$ cat src/hdl/amss_pkg.sv
// Shared types, constants and tables for the millivolt seven-segment scanner.
// No dependencies.
package amss_pkg;

  localparam int SAMPLE_W = 10;
  localparam int MV_W     = 13;
  localparam int POS_W    = 2;
  localparam int DIGIT_W  = 4;
  localparam int SEG_W    = 7;
  localparam int EN_W     = 4;

  // millivolts = sample * 5000 / 1024 = sample * 625 >> 7
  localparam logic [SAMPLE_W-1:0] MV_SCALE = SAMPLE_W'(625);
  localparam int MV_SHIFT = 7;

  // place divide by reciprocal: q = (mv * recip) >> PLACE_SHIFT, recip rounded up
  localparam int PLACE_SHIFT = 24;
  localparam int RECIP_W     = 21;
  localparam int PLACE_PROD_W = MV_W + RECIP_W;

  // divide by ten for mod 10: t = (q * 6554) >> 16, exact for q < 5000
  localparam logic [MV_W-1:0] DIV10_MUL = MV_W'(6554);
  localparam int DIV10_SHIFT = 16;
  localparam int DIV10_PROD_W = MV_W + MV_W;

  localparam logic CMD_SAMPLE = 1'b0;
  localparam logic CMD_TICK   = 1'b1;

  localparam logic [POS_W-1:0] POS_ONES      = 2'd0;
  localparam logic [POS_W-1:0] POS_TENS      = 2'd1;
  localparam logic [POS_W-1:0] POS_HUNDREDS  = 2'd2;
  localparam logic [POS_W-1:0] POS_THOUSANDS = 2'd3;

  typedef struct packed {
    logic [MV_W-1:0]  mv;
    logic [POS_W-1:0] pos;
  } amss_entry_t;

  function automatic logic [RECIP_W-1:0] place_recip(input logic [POS_W-1:0] pos);
    logic [RECIP_W-1:0] r;
    unique case (pos)
      POS_TENS:      r = RECIP_W'(1677722);
      POS_HUNDREDS:  r = RECIP_W'(167773);
      POS_THOUSANDS: r = RECIP_W'(16778);
      default:       r = '0;
    endcase
    return r;
  endfunction

  function automatic logic [SEG_W-1:0] seg_pattern(input logic [DIGIT_W-1:0] digit);
    logic [SEG_W-1:0] s;
    unique case (digit)
      4'd0:    s = 7'h3F;
      4'd1:    s = 7'h06;
      4'd2:    s = 7'h5B;
      4'd3:    s = 7'h4F;
      4'd4:    s = 7'h66;
      4'd5:    s = 7'h6D;
      4'd6:    s = 7'h7D;
      4'd7:    s = 7'h07;
      4'd8:    s = 7'h7F;
      4'd9:    s = 7'h6F;
      default: s = '0;
    endcase
    return s;
  endfunction

endpackage

$ cat src/hdl/adc_millivolt_seven_segment_scan.sv
// Four-digit multiplexed seven-segment voltmeter, top level.
// Depends on amss_pkg, amss_front, amss_queue, amss_back.
//
// Takes one transaction per cycle while s_axis_tready is high. tuser=0 carries a 10-bit ADC
// sample that is scaled to millivolts (sample*5000/1024) and stored; it produces no output.
// tuser=1 is a refresh tick: the digit position advances (mod 4) and one
// output transaction follows with the segment pattern of that decimal digit,
// the decimal point (lit on the thousands digit) and a one-hot digit enable.
// The first tick after reset shows position 1. A tick's job passes through the
// job queue, the stage-1 register and the output register; the queue of
// QUEUE_DEPTH entries lets input keep flowing while the output stalls, and
// s_axis_tready drops only when that queue is full.
module adc_millivolt_seven_segment_scan #(
  parameter int QUEUE_DEPTH = 4
) (
  input  logic        clk,
  input  logic        rst,
  input  logic        s_axis_tvalid,
  output logic        s_axis_tready,
  input  logic [15:0] s_axis_tdata,   // [9:0] sample
  input  logic [0:0]  s_axis_tuser,   // [0] cmd
  output logic        m_axis_tvalid,
  input  logic        m_axis_tready,
  output logic [15:0] m_axis_tdata    // [6:0] segments, [7] decimal_point, [11:8] digit_enable
);

  logic                          push;
  amss_pkg::amss_entry_t         push_entry;
  logic                          queue_full;
  logic                          pop;
  amss_pkg::amss_entry_t         pop_entry;
  logic                          queue_not_empty;
  logic                          back_ready;
  logic [amss_pkg::SEG_W-1:0]    segments;
  logic                          decimal_point;
  logic [amss_pkg::EN_W-1:0]     digit_enable;

  amss_front u_front (
    .clk        (clk),
    .rst        (rst),
    .in_valid   (s_axis_tvalid),
    .in_ready   (s_axis_tready),
    .cmd        (s_axis_tuser[0]),
    .sample     (s_axis_tdata[amss_pkg::SAMPLE_W-1:0]),
    .push       (push),
    .push_entry (push_entry),
    .queue_full (queue_full)
  );

  amss_queue #(
    .DEPTH (QUEUE_DEPTH)
  ) u_queue (
    .clk        (clk),
    .rst        (rst),
    .push       (push),
    .push_entry (push_entry),
    .full       (queue_full),
    .pop        (pop),
    .pop_entry  (pop_entry),
    .not_empty  (queue_not_empty)
  );

  assign pop = queue_not_empty && back_ready;

  amss_back u_back (
    .clk           (clk),
    .rst           (rst),
    .in_valid      (queue_not_empty),
    .in_ready      (back_ready),
    .in_entry      (pop_entry),
    .out_valid     (m_axis_tvalid),
    .out_ready     (m_axis_tready),
    .segments      (segments),
    .decimal_point (decimal_point),
    .digit_enable  (digit_enable)
  );

  assign m_axis_tdata = {4'b0000, digit_enable, decimal_point, segments};

endmodule

$ cat src/hdl/amss_front.sv
// Front end: accepts transactions, scales samples to millivolts, advances the
// digit position on ticks and queues display jobs. Depends on amss_pkg.
module amss_front (
  input  logic                            clk,
  input  logic                            rst,
  input  logic                            in_valid,
  output logic                            in_ready,
  input  logic                            cmd,
  input  logic [amss_pkg::SAMPLE_W-1:0]   sample,
  output logic                            push,
  output amss_pkg::amss_entry_t           push_entry,
  input  logic                            queue_full
);

  logic [amss_pkg::MV_W-1:0]              millivolts;
  logic [amss_pkg::POS_W-1:0]             digit_position;
  logic [amss_pkg::POS_W-1:0]             digit_position_next;
  logic [amss_pkg::SAMPLE_W*2-1:0]        scaled;
  logic                                   accept;

  assign in_ready = !queue_full;
  assign accept   = in_valid && in_ready;

  assign scaled = sample * amss_pkg::MV_SCALE;
  assign digit_position_next = digit_position + 1'b1;

  assign push            = accept && (cmd == amss_pkg::CMD_TICK);
  assign push_entry.mv   = millivolts;
  assign push_entry.pos  = digit_position_next;

  always_ff @(posedge clk) begin
    if (rst) begin
      millivolts     <= '0;
      digit_position <= '0;
    end else if (accept) begin
      if (cmd == amss_pkg::CMD_SAMPLE) begin
        millivolts <= scaled[amss_pkg::MV_SHIFT +: amss_pkg::MV_W];
      end else begin
        digit_position <= digit_position_next;
      end
    end
  end

endmodule

$ cat src/hdl/amss_queue.sv
// Small register FIFO of display jobs between front and back end.
// Depends on amss_pkg.
module amss_queue #(
  parameter int DEPTH = 4
) (
  input  logic                  clk,
  input  logic                  rst,
  input  logic                  push,
  input  amss_pkg::amss_entry_t push_entry,
  output logic                  full,
  input  logic                  pop,
  output amss_pkg::amss_entry_t pop_entry,
  output logic                  not_empty
);

  localparam int AW = (DEPTH > 1) ? $clog2(DEPTH) : 1;
  localparam int CW = $clog2(DEPTH + 1);

  amss_pkg::amss_entry_t store [DEPTH];
  logic [AW-1:0]         wr_ptr;
  logic [AW-1:0]         rd_ptr;
  logic [CW-1:0]         count;
  logic                  do_push;
  logic                  do_pop;

  assign full      = (count == CW'(DEPTH));
  assign not_empty = (count != '0);
  assign do_push   = push && !full;
  assign do_pop    = pop && not_empty;
  assign pop_entry = store[rd_ptr];

  always_ff @(posedge clk) begin
    if (do_push) begin
      store[wr_ptr] <= push_entry;
    end
  end

  always_ff @(posedge clk) begin
    if (rst) begin
      wr_ptr <= '0;
      rd_ptr <= '0;
      count  <= '0;
    end else begin
      if (do_push) begin
        wr_ptr <= (wr_ptr == AW'(DEPTH - 1)) ? '0 : wr_ptr + 1'b1;
      end
      if (do_pop) begin
        rd_ptr <= (rd_ptr == AW'(DEPTH - 1)) ? '0 : rd_ptr + 1'b1;
      end
      if (do_push && !do_pop) begin
        count <= count + 1'b1;
      end else if (do_pop && !do_push) begin
        count <= count - 1'b1;
      end
    end
  end

endmodule

$ cat src/hdl/amss_back.sv
// Back end: picks the decimal digit of the queued value, looks up its segment
// pattern and holds the result in the output register. Depends on amss_pkg.
module amss_back (
  input  logic                  clk,
  input  logic                  rst,
  input  logic                  in_valid,
  output logic                  in_ready,
  input  amss_pkg::amss_entry_t in_entry,
  output logic                  out_valid,
  input  logic                  out_ready,
  output logic [amss_pkg::SEG_W-1:0] segments,
  output logic                  decimal_point,
  output logic [amss_pkg::EN_W-1:0]  digit_enable
);

  // stage 1: value divided by the place weight
  logic                          s1_valid;
  logic [amss_pkg::MV_W-1:0]     s1_quot;
  logic [amss_pkg::POS_W-1:0]    s1_pos;
  logic                          s1_ready;
  logic                          out_free;

  logic [amss_pkg::PLACE_PROD_W-1:0] place_prod;
  logic [amss_pkg::MV_W-1:0]         quot;

  logic [amss_pkg::DIV10_PROD_W-1:0] div10_prod;
  logic [amss_pkg::MV_W-1:0]         tens;
  logic [amss_pkg::MV_W-1:0]         rem;
  logic [amss_pkg::DIGIT_W-1:0]      digit;

  assign out_free = !out_valid || out_ready;
  assign s1_ready = !s1_valid || out_free;
  assign in_ready = s1_ready;

  assign place_prod = in_entry.mv * amss_pkg::place_recip(in_entry.pos);
  assign quot = (in_entry.pos == amss_pkg::POS_ONES) ? in_entry.mv
              : amss_pkg::MV_W'(place_prod >> amss_pkg::PLACE_SHIFT);

  assign div10_prod = s1_quot * amss_pkg::DIV10_MUL;
  assign tens  = amss_pkg::MV_W'(div10_prod >> amss_pkg::DIV10_SHIFT);
  assign rem   = s1_quot - ((tens << 3) + (tens << 1));
  assign digit = rem[amss_pkg::DIGIT_W-1:0];

  always_ff @(posedge clk) begin
    if (rst) begin
      s1_valid  <= 1'b0;
      out_valid <= 1'b0;
    end else begin
      if (s1_ready) begin
        s1_valid <= in_valid;
      end
      if (out_free) begin
        out_valid <= s1_valid;
      end
    end
  end

  always_ff @(posedge clk) begin
    if (s1_ready && in_valid) begin
      s1_quot <= quot;
      s1_pos  <= in_entry.pos;
    end
    if (out_free && s1_valid) begin
      segments      <= amss_pkg::seg_pattern(digit);
      decimal_point <= (s1_pos == amss_pkg::POS_THOUSANDS);
      digit_enable  <= amss_pkg::EN_W'(1) << s1_pos;
    end
  end

endmodule
$ cat config.mk
export PLATFORM = sky130hd
export DESIGN_NAME = adc_millivolt_seven_segment_scan
export DESIGN_NICKNAME = d
export VERILOG_FILES = /design/src/hdl/amss_pkg.sv /design/src/hdl/adc_millivolt_seven_segment_scan.sv /design/src/hdl/amss_front.sv /design/src/hdl/amss_queue.sv /design/src/hdl/amss_back.sv
export SDC_FILE = /design/constraint.sdc
export NUM_CORES = 1
export LEC_CHECK = 0
export ABC_AREA = 1
export BUFFER_PORTS_ARGS = -buffer_cell sky130_fd_sc_hd__buf_2
export CORE_MARGIN = 4
export CORE_UTILIZATION = 40
export CTS_CLUSTER_DIAMETER = 60
export DETAILED_ROUTE_END_ITERATION = 10
export GPL_TIMING_DRIVEN = 0
export PLACE_DENSITY_LB_ADDON = 0.05
export SLEW_MARGIN = 30
export SYNTH_ARGS = -nofsm -noshare
export SYNTH_HDL_FRONTEND = slang
export SYNTH_SLANG_ARGS = --single-unit
$ cat constraint.sdc
create_clock -name clk -period 6.2 [get_ports clk]
set_input_delay 0.93 -clock clk [delete_from_list [all_inputs] [get_ports clk]]
set_output_delay 0.93 -clock clk [all_outputs]
set_load 0.005 [all_outputs]
==> results.md <==
- Summing the areas of all fa, ha and maj instances in the mapped netlist gives 47.5% of the synthesized area.
- Before antenna repair, the detailed router went through 5 iterations.
- The run finished, with violations left.
- The final count of pins violating max slew is 0.
- In the final layout, flip-flops and latches occupy 3140 um2.
- The number of setup violations in the final report is 9.
- The total die area is 42000 um2.
- The met3 capacity usage during global routing is 2.77%.
- The post-detailed-routing wire length is 41100 um.
- In the final design database the tool counted 2334 nets.
- The class of the tightest hold or removal check is flip-flop to flip-flop.
- The worst setup path is launched from a flip-flop.
- Counting the buffers created by CTS gives 17.
- In this run, the number of DRC markers left after iteration 0 of detailed routing was 512.
- For this run, design rule violations remaining after detail routing come to 0.
- The capturing element type of the critical path is a flip-flop.
- The largest fanout on the critical path is 5.
- Of the post-synthesis cell area, the part taken by muxes is 0%.
- Ranked by instance count, the synthesized netlist is headed by inv_1, nand2_1, ha_1.
- The Yosys step of the flow raised 0 warnings.
- After detailed routing, the average wire length per cell comes to 17.3 um.
- For the worst-skew pair, the clock arrives at the later sink with an insertion delay of 410 ps.
- The top cell type's share of synthesized area is 28.3%.
- Setup repair after global routing could not meet its margin everywhere.
- The clock root buffer is clkbuf_16.
- Counting flops with an async set or reset pin after synthesis yields a share of 0%.
- The number of library cell types mapped by synthesis is 44.
- The congestion estimate from routability-driven global placement came to 0.916.
- The layout-stage area growth over the synthesis result is 21.2%.
- After synthesis, the largest family of logic cells by area is adder cells.
- The met2 track demand over resource is 34.0%.
- TritonCTS built the clock tree.
- The most used routing layer is met2.
- The placeable core region is 37900 um2.
- The final cycle utilization of the critical path is 102%.
- After Yosys synthesis, XOR and XNOR cells account for 1.41% of the synthesized area.
- Across the run, the number of max-cap violations was 0.
- The post-synthesis instance total is 1727.
- The global route total overflow is 0.
- The part of the Yosys area used for sequential elements is 20.2%.
- From left edge to right edge, the die measures 205 um.
- Summing the areas of all compound-gate instances in the mapped netlist gives 5.48% of the synthesized area.
- The cell with the biggest individual delay on the critical path is fa_1.
- The worst slack at placement is -1660 ps.
- The cell depth of the worst flop-to-flop path is 33.
- The post-route netlist has 20.4% of its cells at a drive strength greater than 1.
- The worst clock skew on the final layout is 19.9 ps.
- The largest total area in the synthesized netlist belongs to fa_1.
- The wire-length estimate of the detail-placed layout is 34200 um.
- Setup slack on the worst reg-to-reg path comes out at -140 ps.
- Entering global routing, the biggest net connects 19 pins.
- The register bit count reported by yosys is 113.
- The die extent in y is 205 um.
- The total global-route track usage is 20.1%.
- The most numerous cell on the critical path is inv_2.
- The initialized floorplan defines 71 standard-cell rows.
- The number of antenna violations at the first check in global routing is 0.
- The count of flip-flops with a built-in enable after synthesis is 87.
- By instance count, the leading cell after synthesis is inv_1.
- The achievable clock frequency is 158 MHz.
- During I/O placement, the number of pins put on the boundary was 39.
- The tightest hold path in the finished design has a slack of 497 ps.
- The global-route wire length before repair is 65300 um.
- The total of fill cells in the finished design is 3730.
- The checks that failed: setup timing.
- The worst setup path endpoint is u_back.s1_quot[9].
- After clock tree synthesis, the clock-pin slew on the worst setup and hold paths is 60 ps.
- The worst max-slew margin expressed relative to the limit is 49.4%.
- Dividing the synthesized area by the synthesized cell count gives 8.99 um2.
- The number of buffers added on ports is 28.
- The clock tree buffer depth is 2.
- The via count of the first global-routing pass is 11920.
- The via density per instance is 4.85.
- The area of the multi-input gates is 11500 um2.
- The data arrival time at the worst-slack endpoint is 6510 ps.
- The number of hold violations in the final report came to 0.
- For the pin with the worst max-slew slack, the measured transition is 758 ps.
- The met1 usage in global routing is 28.2%.
- The via count of the routed design is 11535.
- The setup path with the least slack is of type flip-flop to flip-flop.
- The number of antenna diodes in the final layout is 0.
- The flip-flop cell with the highest count after synthesis is edfxtp_1.
- The initial cell density of the core is 40.9%.
- Setup slack on the critical path of the routed design comes to -138 ps.
- The level count of the clock H-tree is 4.
- The shortest clock period the worst path allows after layout is 6340 ps.
- The largest single stage delay on the critical path is 560 ps.
- By area the synthesized netlist is led by fa_1, ha_1, edfxtp_1.
- The post-synth design cell area is 15500 um2.
- The destination of the worst register-to-register timing path is u_back.s1_quot[9].
- CTS saw 113 sinks.
- At the worst endpoint, the required time is 6370 ps.
- After Yosys synthesis, and, or, nand and nor cells account for 13.0% of the synthesized area.
- The count of nets left with antenna violations once routing finished came out at 0.
[cells by family after synthesis]
family	Yosys count
other	1
buffers and inverters	501
adder cells (fa/ha/maj)	458
AND/OR/NAND/NOR	484
XOR/XNOR	25
flip-flops	113
AO/OA/AOI/OAI	145
[registers in the layout, indices dropped and copies added, names as in the netlist, named ones only]
name                    count
u_queue.count               3
u_front.digit_position      2
u_back.segments             7
u_back.out_valid            1
u_front.millivolts         13
u_queue.wr_ptr              2
u_queue.rd_ptr              2
u_back.s1_quot             13
u_back.digit_enable         4
u_back.s1_valid             1
u_queue.store              60
u_back.decimal_point        1
u_back.s1_pos               2
[routing by layer]
metal	vias to the layer above	part of all wire (%)	routed length [um]
met4	0	1.2	497
met5	-	0	0
met1	5713	46	18900
met3	30	3.4	1380
li1	5591	-	-
met2	201	50	20400
[critical path: cells and delay by family (launching register included)]
family | cells | cell delay [ps]
compound gates | 1 | 280
fa+ha+maj | 7 | 3190
buf+inv | 13 | 1040
flops | 1 | 360
simple gates | 12 | 1190
[what timing repair did]
item | in CTS | in global routing
resized for setup | 242 | 88
pin swaps | 106 | 56
cloned | 2 | 1
hold buffers | 0 | 0
endpoints found under the setup margin | 10 | 10
buffers inserted | 49 | 22
[layout by cell type, fill, tap and decap left out, types with 27 or more instances in the layout]
cell,count
buf_2,30
inv_1,437
nor2_4,29
nand3_1,64
nand2_2,27
edfxtp_1,87
o21ai_0,31
ha_1,217
a21oi_1,44
nor2_1,65
buf_4,68
fa_1,203
nand2_1,216
[worst min path at each step]
stage / from / endpoint / slack, ps / cells after the start
floorplan: u_back.s1_valid / u_back.out_valid / 440 / 2
global placement: u_back.s1_valid / u_back.out_valid / 460 / 2
detailed placement: u_back.s1_valid / u_back.out_valid / 490 / 2
CTS: u_back.s1_valid / u_back.out_valid / 500 / 2
global route: u_back.s1_valid / u_back.out_valid / 520 / 2
finish: u_back.s1_valid / u_back.out_valid / 500 / 2
[through the flow]
stage                     cell area [um2]  setup TNS [ps]  cells  utilization, %
after floorplan                     15600               0   1730               -
after global placement              16300          -15220   2269            43.1
after detailed placement            16400          -15240   2273            43.2
after CTS                           18300           -1160   2356            48.3
after global routing                18800           -2800   2379            49.6
final                               18800            -684   2379            49.6
[final cells by class]
class | count | share of cell area, %
inverter | 476 | 9.77
clock buffer | 20 | 2.60
multi-input combinational | 1116 | 61.1
tap | 511 | 3.40
buffer | 25 | 1.52
clock inverter | 12 | 0.698
sequential | 113 | 16.7
timing repair buffer | 106 | 4.22
Power is not shown: default switching activity piles up to over one toggle a cycle in this logic, so the estimate is an artifact.
